$ cat src/sdq_pkg.sv
// ----------------------------------------------------------------------------
// sdq_pkg: shared types and constants of the sorted destination queue
// Item layouts, request codes, controller states, the per-cell command and
// the saturation helpers used on the result side.
// ----------------------------------------------------------------------------
package sdq_pkg;

    localparam int ENTRIES  = 16;
    localparam int FLOOR_W  = 6;
    localparam int WEIGHT_W = 12;
    localparam int SUM_OUT_W = 16;
    localparam int CNT_OUT_W = 5;
    // Stored count runs from zero to ENTRIES inclusive.
    localparam int CNT_W = $clog2(ENTRIES + 1);
    // Exact total of all stored weights never overflows this width.
    localparam int SUM_W = $clog2(ENTRIES * ((1 << WEIGHT_W) - 1) + 1);

    typedef enum logic [1:0] {
        REQ_INSERT = 2'd0,
        REQ_REMOVE = 2'd1,
        REQ_QUERY  = 2'd2,
        REQ_CLEAR  = 2'd3
    } t_req;

    typedef enum logic [1:0] {
        ST_IDLE,
        ST_EXEC,
        ST_DONE
    } t_state;

    typedef struct packed {
        logic [1:0]          req_type;
        logic [FLOOR_W-1:0]  dest_floor;
        logic [WEIGHT_W-1:0] load_weight;
    } t_in_item;

    typedef struct packed {
        logic                 status;
        logic                 floor_present;
        logic [SUM_OUT_W-1:0] removed_weight;
        logic [CNT_OUT_W-1:0] removed_count;
        logic [FLOOR_W-1:0]   next_stop;
        logic                 queue_empty;
        logic [CNT_OUT_W-1:0] entry_count;
        logic [SUM_OUT_W-1:0] total_weight;
    } t_out_item;

    // Command broadcast to every cell of the row.
    typedef struct packed {
        logic                ins_en;
        logic                rem_en;
        logic [FLOOR_W-1:0]  key_floor;
        logic [WEIGHT_W-1:0] new_weight;
    } t_cell_cmd;

    function automatic logic [CNT_OUT_W-1:0] sat_count(input logic [CNT_W-1:0] c);
        logic [CNT_W+CNT_OUT_W-1:0] wide;
        wide = {{CNT_OUT_W{1'b0}}, c};
        if (wide > (CNT_W + CNT_OUT_W)'((1 << CNT_OUT_W) - 1)) begin
            return {CNT_OUT_W{1'b1}};
        end
        return wide[CNT_OUT_W-1:0];
    endfunction

    function automatic logic [SUM_OUT_W-1:0] sat_sum(input logic [SUM_W-1:0] s);
        logic [SUM_W+SUM_OUT_W-1:0] wide;
        wide = {{SUM_OUT_W{1'b0}}, s};
        if (wide > (SUM_W + SUM_OUT_W)'((1 << SUM_OUT_W) - 1)) begin
            return {SUM_OUT_W{1'b1}};
        end
        return wide[SUM_OUT_W-1:0];
    endfunction

endpackage

$ cat src/sdq_cell.sv
// ----------------------------------------------------------------------------
// sdq_cell: one slot of the sorted entry row
// Holds one (floor, weight) entry, compares it against the broadcast key and
// takes its left or right neighbor's entry when the row shifts.
// ----------------------------------------------------------------------------
module sdq_cell (
    input  logic                             i_clk,
    input  sdq_pkg::t_cell_cmd               i_cmd,
    input  logic                             i_occupied,
    input  logic                             i_left_stay,
    input  logic [sdq_pkg::FLOOR_W-1:0]      i_left_floor,
    input  logic [sdq_pkg::WEIGHT_W-1:0]     i_left_weight,
    input  logic [sdq_pkg::FLOOR_W-1:0]      i_right_floor,
    input  logic [sdq_pkg::WEIGHT_W-1:0]     i_right_weight,
    output logic [sdq_pkg::FLOOR_W-1:0]      o_floor,
    output logic [sdq_pkg::WEIGHT_W-1:0]     o_weight,
    output logic                             o_stay,
    output logic                             o_match
);

    logic [sdq_pkg::FLOOR_W-1:0]  r_floor;
    logic [sdq_pkg::WEIGHT_W-1:0] r_weight;
    logic [sdq_pkg::FLOOR_W-1:0]  n_floor;
    logic [sdq_pkg::WEIGHT_W-1:0] n_weight;
    logic                         at_or_after;

    // An entry stays put on insert when its floor is not above the key, so a
    // new entry lands after all entries of the same floor.
    assign o_stay      = i_occupied && (r_floor <= i_cmd.key_floor);
    assign o_match     = i_occupied && (r_floor == i_cmd.key_floor);
    assign at_or_after = !i_occupied || (r_floor >= i_cmd.key_floor);

    always_comb begin
        n_floor  = r_floor;
        n_weight = r_weight;
        if (i_cmd.ins_en && !o_stay) begin
            if (i_left_stay) begin
                n_floor  = i_cmd.key_floor;
                n_weight = i_cmd.new_weight;
            end else begin
                n_floor  = i_left_floor;
                n_weight = i_left_weight;
            end
        end else if (i_cmd.rem_en && at_or_after) begin
            n_floor  = i_right_floor;
            n_weight = i_right_weight;
        end
    end

    always_ff @(posedge i_clk) begin
        r_floor  <= n_floor;
        r_weight <= n_weight;
    end

    assign o_floor  = r_floor;
    assign o_weight = r_weight;

endmodule

$ cat src/sorted_destination_queue_core.sv
// ----------------------------------------------------------------------------
// sorted_destination_queue_core: floor-ordered destination table
// A row of cells keeps (floor, weight) entries in ascending floor order and
// serves insert, remove-floor, query-floor and clear requests.
// ----------------------------------------------------------------------------
// Usage:
// An item is presented on i_item with start high and is taken at a clock edge
// where busy is low. The block then works on it and returns exactly one result
// on o_result, marked by o_result_valid for a single cycle; the receiver cannot
// hold the result off and must capture it in that cycle.
// For insert, query and clear, the whole cell row shifts or is searched in
// parallel in the execute state, and the result cycle follows directly. A
// remove stays in the execute state while the row shifts left by one place
// per cycle until no entry of that floor is left, then gives its result.
// busy is low during the result cycle, so a new item can be taken there.
// Reset clears the entry count and the running total weight; the cell
// contents are not cleared and are never read above the entry count.
// Every result reports the lowest stored floor, the entry count and the
// total weight as they stand after the request.
// ----------------------------------------------------------------------------
module sorted_destination_queue_core (
    input  logic                   i_clk,
    input  logic                   i_rst_n,
    input  logic                   start,
    output logic                   busy,
    input  sdq_pkg::t_in_item      i_item,
    output logic                   o_result_valid,
    output sdq_pkg::t_out_item     o_result
);

    localparam int N = sdq_pkg::ENTRIES;

    sdq_pkg::t_state              r_state;
    sdq_pkg::t_state              n_state;
    sdq_pkg::t_req                r_req;
    logic [sdq_pkg::FLOOR_W-1:0]  r_floor;
    logic [sdq_pkg::WEIGHT_W-1:0] r_weight;
    logic [sdq_pkg::CNT_W-1:0]    r_count;
    logic [sdq_pkg::CNT_W-1:0]    n_count;
    logic [sdq_pkg::SUM_W-1:0]    r_total;
    logic [sdq_pkg::SUM_W-1:0]    n_total;
    logic [sdq_pkg::SUM_OUT_W-1:0] r_rem_w;
    logic [sdq_pkg::SUM_OUT_W-1:0] n_rem_w;
    logic [sdq_pkg::CNT_W-1:0]    r_rem_c;
    logic [sdq_pkg::CNT_W-1:0]    n_rem_c;
    logic                         r_status;
    logic                         n_status;
    logic                         r_present;
    logic                         n_present;

    logic                         accept;
    logic                         exec;
    logic                         full;
    logic                         any_match;
    logic                         step_done;
    logic [sdq_pkg::WEIGHT_W-1:0] sel_weight;
    logic [sdq_pkg::SUM_OUT_W:0]  rem_sum;
    sdq_pkg::t_cell_cmd           cmd;

    logic [N-1:0]                 occ;
    logic [N-1:0]                 stay;
    logic [N-1:0]                 match;
    logic [sdq_pkg::FLOOR_W-1:0]  cell_floor  [N];
    logic [sdq_pkg::WEIGHT_W-1:0] cell_weight [N];

    assign accept = start && !busy;
    assign full   = (r_count == sdq_pkg::CNT_W'(N));

    // ------------------------------------------------------------------
    // Cell row. Occupancy is a thermometer code derived from the count.
    // ------------------------------------------------------------------
    always_comb begin
        for (int i = 0; i < N; i++) begin
            occ[i] = (sdq_pkg::CNT_W'(i) < r_count);
        end
    end

    assign cmd.ins_en     = exec && (r_req == sdq_pkg::REQ_INSERT) && !full;
    assign cmd.rem_en     = exec && (r_req == sdq_pkg::REQ_REMOVE) && any_match;
    assign cmd.key_floor  = r_floor;
    assign cmd.new_weight = r_weight;

    for (genvar g = 0; g < N; g++) begin : g_cell
        logic                         left_stay;
        logic [sdq_pkg::FLOOR_W-1:0]  left_floor;
        logic [sdq_pkg::WEIGHT_W-1:0] left_weight;
        logic [sdq_pkg::FLOOR_W-1:0]  right_floor;
        logic [sdq_pkg::WEIGHT_W-1:0] right_weight;

        // The first cell is the insert point when its own entry moves; the
        // last cell pulls in its own contents, which fall above the count.
        if (g == 0) begin : g_head
            assign left_stay   = 1'b1;
            assign left_floor  = cell_floor[g];
            assign left_weight = cell_weight[g];
        end else begin : g_body
            assign left_stay   = stay[g-1];
            assign left_floor  = cell_floor[g-1];
            assign left_weight = cell_weight[g-1];
        end
        if (g == N - 1) begin : g_tail
            assign right_floor  = cell_floor[g];
            assign right_weight = cell_weight[g];
        end else begin : g_mid
            assign right_floor  = cell_floor[g+1];
            assign right_weight = cell_weight[g+1];
        end

        sdq_cell u_cell (
            .i_clk          (i_clk),
            .i_cmd          (cmd),
            .i_occupied     (occ[g]),
            .i_left_stay    (left_stay),
            .i_left_floor   (left_floor),
            .i_left_weight  (left_weight),
            .i_right_floor  (right_floor),
            .i_right_weight (right_weight),
            .o_floor        (cell_floor[g]),
            .o_weight       (cell_weight[g]),
            .o_stay         (stay[g]),
            .o_match        (match[g])
        );
    end

    // Entries of one floor sit next to each other, so the entry that leaves
    // on a remove step is the first matching cell of the row.
    always_comb begin
        sel_weight = '0;
        for (int i = 0; i < N; i++) begin
            if (match[i] && ((i == 0) || !match[(i == 0) ? 0 : i - 1])) begin
                sel_weight = sel_weight | cell_weight[i];
            end
        end
    end

    assign any_match = |match;
    assign rem_sum   = {1'b0, r_rem_w} + (sdq_pkg::SUM_OUT_W + 1)'(sel_weight);

    // A remove keeps working while a matching entry remains; every other
    // request completes in its first execute cycle.
    assign step_done = !((r_req == sdq_pkg::REQ_REMOVE) && any_match);

    // ------------------------------------------------------------------
    // Controller: next state.
    // ------------------------------------------------------------------
    always_comb begin
        n_state = r_state;
        case (r_state)
            sdq_pkg::ST_IDLE: begin
                if (accept) begin
                    n_state = sdq_pkg::ST_EXEC;
                end
            end
            sdq_pkg::ST_EXEC: begin
                if (step_done) begin
                    n_state = sdq_pkg::ST_DONE;
                end
            end
            sdq_pkg::ST_DONE: begin
                n_state = accept ? sdq_pkg::ST_EXEC : sdq_pkg::ST_IDLE;
            end
            default: begin
                n_state = sdq_pkg::ST_IDLE;
            end
        endcase
    end

    // ------------------------------------------------------------------
    // Controller: outputs.
    // ------------------------------------------------------------------
    always_comb begin
        busy           = 1'b0;
        exec           = 1'b0;
        o_result_valid = 1'b0;
        case (r_state)
            sdq_pkg::ST_IDLE: begin
            end
            sdq_pkg::ST_EXEC: begin
                busy = 1'b1;
                exec = 1'b1;
            end
            sdq_pkg::ST_DONE: begin
                o_result_valid = 1'b1;
            end
            default: begin
                busy = 1'b1;
            end
        endcase
    end

    // ------------------------------------------------------------------
    // Count, total and per-item outcome.
    // ------------------------------------------------------------------
    always_comb begin
        n_count   = r_count;
        n_total   = r_total;
        n_rem_w   = r_rem_w;
        n_rem_c   = r_rem_c;
        n_status  = r_status;
        n_present = r_present;
        if (accept) begin
            n_rem_w   = '0;
            n_rem_c   = '0;
            n_status  = 1'b0;
            n_present = 1'b0;
        end else if (exec) begin
            case (r_req)
                sdq_pkg::REQ_INSERT: begin
                    if (full) begin
                        n_status = 1'b1;
                    end else begin
                        n_count = r_count + 1'b1;
                        n_total = r_total + sdq_pkg::SUM_W'(r_weight);
                    end
                end
                sdq_pkg::REQ_REMOVE: begin
                    if (any_match) begin
                        n_count = r_count - 1'b1;
                        n_total = r_total - sdq_pkg::SUM_W'(sel_weight);
                        n_rem_c = r_rem_c + 1'b1;
                        n_rem_w = rem_sum[sdq_pkg::SUM_OUT_W] ? '1
                                  : rem_sum[sdq_pkg::SUM_OUT_W-1:0];
                    end
                end
                sdq_pkg::REQ_QUERY: begin
                    n_present = any_match;
                end
                sdq_pkg::REQ_CLEAR: begin
                    n_count = '0;
                    n_total = '0;
                end
                default: begin
                end
            endcase
        end
    end

    always_ff @(posedge i_clk) begin
        if (!i_rst_n) begin
            r_state <= sdq_pkg::ST_IDLE;
            r_count <= '0;
            r_total <= '0;
        end else begin
            r_state <= n_state;
            r_count <= n_count;
            r_total <= n_total;
        end
    end

    always_ff @(posedge i_clk) begin
        if (accept) begin
            r_req    <= sdq_pkg::t_req'(i_item.req_type);
            r_floor  <= i_item.dest_floor;
            r_weight <= i_item.load_weight;
        end
        r_rem_w   <= n_rem_w;
        r_rem_c   <= n_rem_c;
        r_status  <= n_status;
        r_present <= n_present;
    end

    // ------------------------------------------------------------------
    // Result fields, all taken from registers.
    // ------------------------------------------------------------------
    always_comb begin
        o_result.status         = r_status;
        o_result.floor_present  = r_present;
        o_result.removed_weight = r_rem_w;
        o_result.removed_count  = sdq_pkg::sat_count(r_rem_c);
        o_result.next_stop      = occ[0] ? cell_floor[0] : '0;
        o_result.queue_empty    = !occ[0];
        o_result.entry_count    = sdq_pkg::sat_count(r_count);
        o_result.total_weight   = sdq_pkg::sat_sum(r_total);
    end

`ifndef SYNTHESIS
    a_count_bound: assert property (@(posedge i_clk) disable iff (!i_rst_n)
        r_count <= sdq_pkg::CNT_W'(N))
        else $error("entry count above table size");

    a_accept_busy: assert property (@(posedge i_clk) disable iff (!i_rst_n)
        accept |=> busy)
        else $error("accepted item did not start execution");

    a_empty_total: assert property (@(posedge i_clk) disable iff (!i_rst_n)
        (o_result_valid && o_result.queue_empty) |-> (o_result.total_weight == '0))
        else $error("empty table reports a nonzero total weight");

    a_drop_full: assert property (@(posedge i_clk) disable iff (!i_rst_n)
        (o_result_valid && o_result.status) |-> (full && (r_rem_c == '0)))
        else $error("dropped insert reported while table not full");
`endif

endmodule
$ cat config.mk
export PLATFORM = sky130hd
export DESIGN_NAME = sorted_destination_queue_core
export DESIGN_NICKNAME = d
export VERILOG_FILES = /design/src/sdq_pkg.sv /design/src/sdq_cell.sv /design/src/sorted_destination_queue_core.sv
export SDC_FILE = /design/constraint.sdc
export NUM_CORES = 1
export LEC_CHECK = 0
export BUFFER_PORTS_ARGS = -buffer_cell sky130_fd_sc_hd__buf_2
export CORE_UTILIZATION = 55
export DETAILED_ROUTE_END_ITERATION = 16
export PLACE_DENSITY = 0.8
export SETUP_SLACK_MARGIN = 0.15
export SLEW_MARGIN = 25
export SYNTH_ARGS = -nofsm -noshare
export SYNTH_HDL_FRONTEND = slang
export SYNTH_SLANG_ARGS = --single-unit
$ cat constraint.sdc
create_clock -name i_clk -period 11.9 [get_ports i_clk]
set_clock_uncertainty 0.15 [all_clocks]
set_input_delay 2.38 -clock i_clk [delete_from_list [all_inputs] [get_ports i_clk]]
set_output_delay 2.38 -clock i_clk [all_outputs]
set_load 0.01 [all_outputs]
After elaboration in Yosys (flattened, before gate mapping)
Cells that the tools add are included.
Widths: inputs -> output; s select.

cells by class
  $add $sub $neg = 6
  multiply operators = 0
  divide/modulo/power cells = 0
  magnitude comparators = 47
  equality and inequality tests = 26
  shift-type cells = 0
  multiplexer cells = 121
  bitwise operators = 16
  reductions and logical operators = 171

operators by type and width
  operator             count
  $mux 12              61
  $mux 6               46
  $or 12x12->12        15
  $eq 6x6->1           16
  $le 6x6->1           16
  $ge 6x6->1           15
  $logic_and 1x1->1    84
  $mux 16              3
  $pmux 16 s3          1
  $logic_not 1->1      47
  $lt 4x5->1 const A   8
  $reduce_bool 2->1    15
  $lt 3x5->1 const A   4
  $add 16x12->17       1
  $add 16x12->16       1
  $reduce_or 16->1     1
  $sub 16x12->16       1
  $logic_or 1x1->1     15
  $pmux 5 s3           1
  $add 5x1->5 const B  2
  $lt 1x5->1 const A   2
  $lt 2x5->1 const A   2
  $mux 5               2
  $ne 2x2->1 const B   4
  14 further kinds     24

word-level totals
  bits in registers = 354
  latch bits = 0
  RAM bits = 0
  bits in read-only memories = 0
  input port bits = 23
  output and inout bits = 53
  word-level logic and storage cells = 429
  memories = 0

Longest topological paths before layout
  depth in word-level cells = 36
  gate-level depth with buffers = 22
  gate-level depth less buffers = 21

By module
A second synthesis with hierarchy kept.

second synthesis, totals
  cells, all modules = 2011
  area total of the unflattened synthesis = 24429.7 µm²

modules (own cells, without submodules)
  module                         times used  cells each  area an instance (µm²)  seq. area each (µm²)
  sdq_cell                       16          84          1179.9                  540.5
  sorted_destination_queue_core  1           667         5551.6                  1521.5

Least setup slack after synthesis
Ideal clock, no wire load.

  path type = flip-flop to flip-flop
  start = reg r_floor[0] (netlist name)
  end = reg r_rem_w[11] (netlist name)
  setup time = 0.128 ns
  data arrival time = 4.517 ns
  data required time = 11.622 ns
  slack = 7.105 ns
  cell stages (with the launch flop) = 20
  buffers on the path = 2
  clock period less this slack = 4.795 ns
  path through = edfxtp_1 -> ha_1 -> nand2_1 -> or3_1 -> nor3_1 -> clkbuf_1 -> a22o_1 -> a221oi_1 -> and3_1 -> nand3_1 -> ha_1 -> nor2b_1 -> o21ai_0 -> a21oi_1 -> o41ai_1 -> o21ai_0 -> nand3_1 -> and2_1 -> clkbuf_1 -> a21oi_1

between the ends
  word-level cells in the longest chain between the ends = 35
  elaborated cells between the ends (all ways) = 97
  those cells by class = add/sub: 1; eq/ne: 16; mux: 17; bitwise: 15; reduce/logical: 48

RTL lines
  element                                                    RTL line                                                                    text
  start: declaration                                         sorted_destination_queue_core.sv:36                                         logic [sdq_pkg::FLOOR_W-1:0] r_floor;
  start signal: assignment                                   sorted_destination_queue_core.sv:253                                        r_floor <= i_item.dest_floor;
  $eq 6x6->1                                                 sdq_cell.sv:30                                                              assign o_match = i_occupied && (r_floor == i_cmd.key_floor);
  $logic_and 1x1->1                                          sdq_cell.sv:30
  $mux 12 / $logic_not 1->1 (equally long branches)          sorted_destination_queue_core.sv:130                                        if (match[i] && ((i == 0) || !match[(i == 0) ? 0 : i - 1])) begin
  $or 12x12->12 / $logic_and 1x1->1 (equally long branches)  sorted_destination_queue_core.sv:131, sorted_destination_queue_core.sv:130
  $mux 12                                                    sorted_destination_queue_core.sv:130
  $or 12x12->12                                              sorted_destination_queue_core.sv:131                                        sel_weight = sel_weight | cell_weight[i];
  $mux 12                                                    sorted_destination_queue_core.sv:130
  $or 12x12->12                                              sorted_destination_queue_core.sv:131
  [... 19 more ...]                                          n/a
  $or 12x12->12                                              sorted_destination_queue_core.sv:131
  $mux 12                                                    sorted_destination_queue_core.sv:130
  $or 12x12->12                                              sorted_destination_queue_core.sv:131
  $mux 12                                                    sorted_destination_queue_core.sv:130
  $or 12x12->12                                              sorted_destination_queue_core.sv:131
  $mux 12                                                    sorted_destination_queue_core.sv:130
  $add 16x12->17                                             sorted_destination_queue_core.sv:137                                        assign rem_sum = {1'b0, r_rem_w} + (sdq_pkg::SUM_OUT_W + 1)'(sel_weight);
  $mux 16                                                    sorted_destination_queue_core.sv:221                                        n_rem_w = rem_sum[sdq_pkg::SUM_OUT_W] ? '1
  end signal: assignment                                     sorted_destination_queue_core.sv:256                                        r_rem_w <= n_rem_w;
  end: declaration                                           sorted_destination_queue_core.sv:42                                         logic [sdq_pkg::SUM_OUT_W-1:0] r_rem_w;

Several ways; a longest one is shown, not always the timed one.
A chain may end at the register's enable or synchronous reset.

Final worst setup path
  start = reg r_floor[1] (netlist name)
  end = reg r_rem_w[7] (netlist name)

Same word-level chain as after synthesis.

==> flow_summary.json <==
{
  "vias": 18610,
  "ctsResizeCount": 0,
  "place_area_sq_um": 23060,
  "finalCritPeriodShare": 0.5626,
  "synthArstFlopShare": 0,
  "cts.path.max_buffers": 3,
  "vias_per_cell": 6.698,
  "root_buffer": "clkbuf_16",
  "fin_area_sq_um": 24260,
  "finalSetupViolCount": 0,
  "worst_pin_slew_ns": 1.117,
  "final_nets": 2377,
  "clk_latency_ns": 0.56,
  "slew_headroom": 0.2551,
  "wire_per_inst_um": 24.98,
  "dieHeight_um": 202.4,
  "port_buffers": 75,
  "hold_viol_final": 0,
  "grt_overflow": 0,
  "rows": 73,
  "start_util": 0.5573,
  "cp_data_arrival_time_ns": 6.96,
  "switching_share": 0.2529,
  "dr.first_iter.drc_count": 2510,
  "dp_hpwl_um": 48200,
  "coreArea_sq_um": 39640,
  "failed_checks": "DRC",
  "ys_seq_area_frac": 0.4603,
  "postCtsHoldBufs": 0,
  "ys_types": 70,
  "pwr_density_cell_nw_per_um2": 116.9,
  "cp-start-kind": "flip-flop",
  "dieArea_sq_um": 40970,
  "fill_cells": 3232,
  "grt_setup_unrepaired": "false",
  "worstSetupPathType": "reg -> reg",
  "n_antenna_cell": 0,
  "ys.flop_type": "edfxtp_1",
  "cts_buffers": 39,
  "fmax_ghz": 0.1494,
  "grt_pass1_wl_um": 106000,
  "yosys_warnings": 0,
  "final_antenna_net_count": 0,
  "comb_power_share": 0.093,
  "finalWirelength_um": 69420,
  "crit_path_max_fanout": 18,
  "h-tree-depth": 2,
  "ys_ff_latch": 354,
  "pin_count": 76,
  "post_cts_buffers": 0,
  "drv_slew": 0,
  "maxCapViolCount": 0,
  "place_congestion": 0.9938,
  "drc_errors": 1,
  "status": "complete, but fails checks",
  "grt_antenna_before_repair": 0,
  "syn_nets": 2353,
  "fin_tns_setup_ns": 0,
  "die_w_um": 202.4,
  "final_layout_size_suffix_gt1_frac": 0.1096,
  "syn_inst": 2199,
  "syn_avg_cell_area_sq_um": 10.05,
  "first_pass_iters": 12,
  "end_kind": "flip-flop",
  "clkPwrFrac": 0.411,
  "internal_power_mw": 2.119,
  "p_leak_nw": 9.689,
  "first_global_vias": 18130,
  "area_delta_synth_final_pct": 9.826,
  "grt_max_degree": 46,
  "cts_tree": "built",
  "hp-class": "reg -> reg",
  "period_minus_slack_ns": 6.695,
  "track_usage": 0.3360,
  "utilization": 0.6121,
  "seqPwrFrac": 0.496,
  "power_switching_mw": 0.7172,
  "synth_edf_count": 308,
  "crit_required_ns": 12.17,
  "ir_drop_v": 0.00007904,
  "syn-cell-area_sq_um": 22090,
  "clock-sinks": 354,
  "clk_pin_slew_ns": 0.06
}
## final cells by class
type | count | area [sq um] | area share
inverter | 54 | 202.7 | 0.008354
timing repair buffer | 127 | 765.7 | 0.03156
clock inverter | 14 | 108.9 | 0.004486
multi-input combinational | 1647 | 11280 | 0.4649
sequential | 354 | 10170 | 0.4191
clock buffer | 58 | 1079 | 0.04445
tap | 525 | 656.9 | 0.02707
## routing by layer
metal	GRT usage	share of wire
met1	0.4412	0.39
met2	0.5215	0.44
met3	0.08610	0.12
met4	0.1525	0.046
met5	0	0
## synthesized netlist by cell type, drive strengths merged, types with 4 or more instances
library cell  count  area, sq um
clkbuf          119        446.7
o21a             19        142.6
edfxtp          308         9249
and2             13        81.33
dfxtp            46        920.9
nand2           221        829.6
a2111oi           4        35.03
mux2i           253         2532
or3               6        37.54
a22oi            49        372.9
a211oi            8        65.06
xor2             20        175.2
o21ai           236         1181
a22o             30        262.8
a21oi           171        855.8
a221oi           29        254.0
and4              7        61.31
o211ai            6        45.04
xnor2            15        131.4
a21o             22        165.2
a31oi             5        31.28
and3             12        75.07
or2               7        43.79
nor2b            37        231.5
nor3             27        146.4
nand2b           16        100.1
nor4              5        31.28
nor2            187        709.4
ha              129         1614
nand4            21        131.4
nand3            28        140.1
mux2             23        259.0
buf              25        141.4
inv              54        202.7
## stage by stage
step                      power (mW)  cells  hold WS, ns  setup WS [ns]
after floorplan                1.597   2199       0.2880          7.105
after global placement         1.675   2707       0.3107          5.684
after detailed placement       1.686   2707       0.3216          5.455
after CTS                      2.832   2779       0.3383          5.397
after global routing           2.907   2779       0.3664          4.621
final                          2.836   2779       0.3459          5.205
## placed cells by master, fill, tap and decap left out, types with 30 or more instances in the layout
| cell | n |
|---|---|
| nand2_1 | 218 |
| ha_1 | 129 |
| a22o_1 | 30 |
| dfxtp_1 | 46 |
| o21ai_0 | 223 |
| a22oi_1 | 48 |
| buf_2 | 75 |
| nor2b_1 | 36 |
| mux2i_1 | 253 |
| nor2_1 | 179 |
| a21oi_1 | 168 |
| inv_1 | 54 |
| clkbuf_16 | 40 |
| buf_4 | 52 |
| edfxtp_1 | 308 |
## power by group through the flow
stage / sequential (mW) / clock [mW] / combinational, mW
6_report: 1.41 / 1.17 / 0.263
5_1_grt: 1.41 / 1.21 / 0.286
4_1_cts: 1.40 / 1.17 / 0.258
3_5_place_dp: 1.43 / 0 / 0.256
3_3_place_gp: 1.43 / 0 / 0.246
2_1_floorplan: 1.41 / 0 / 0.187
## sequential cells by signal, summed over array words and instances, names as in the netlist
name,cells
g_cell.u_cell.o_weight,192
g_cell.u_cell.o_floor,96
r_rem_w,16
r_total,16
r_weight,12
r_floor,6
r_count,5
r_rem_c,5
r_req,2
r_state,2
r_present,1
r_status,1
## final timing paths
kind,slack [ns],endpoint,cells past startpoint,startpoint
worst max-delay path,5.21,r_rem_w[7],19,r_floor[1]
worst min register to register,0.35,r_status,2,r_status
worst min-delay path,0.35,r_status,2,r_status
worst max register to register,5.21,r_rem_w[7],19,r_floor[1]
## logic make-up after synthesis
group / Yosys count / share of synthesized area
AOI/OAI and AO/OA: 606 / 0.1657
and+or+nand+nor: 599 / 0.1231
DFF: 354 / 0.4603
muxes: 276 / 0.1264
buffers and inverters: 198 / 0.03579
adders and majority gates: 131 / 0.07487
xor gates and xnor gates: 35 / 0.01388
## worst max-delay path, cell delays in order (launching register included)
cell and delay, ns:
edfxtp_1 0.76, inv_1 0.60, ha_1 0.50, nand4_1 0.12
a211oi_1 0.90, nor2b_1 0.24, buf_4 0.24, a22o_1 0.15
a221oi_1 0.04, and3_1 0.23, nand3_1 0.15, ha_1 0.31
nor2b_1 0.15, o21ai_0 0.22, a21oi_1 0.13, o41ai_1 0.62
o21ai_0 0.34, nand3_1 0.17, and2_1 0.39, a21oi_1 0.14
(Power assumes the default switching activity.)
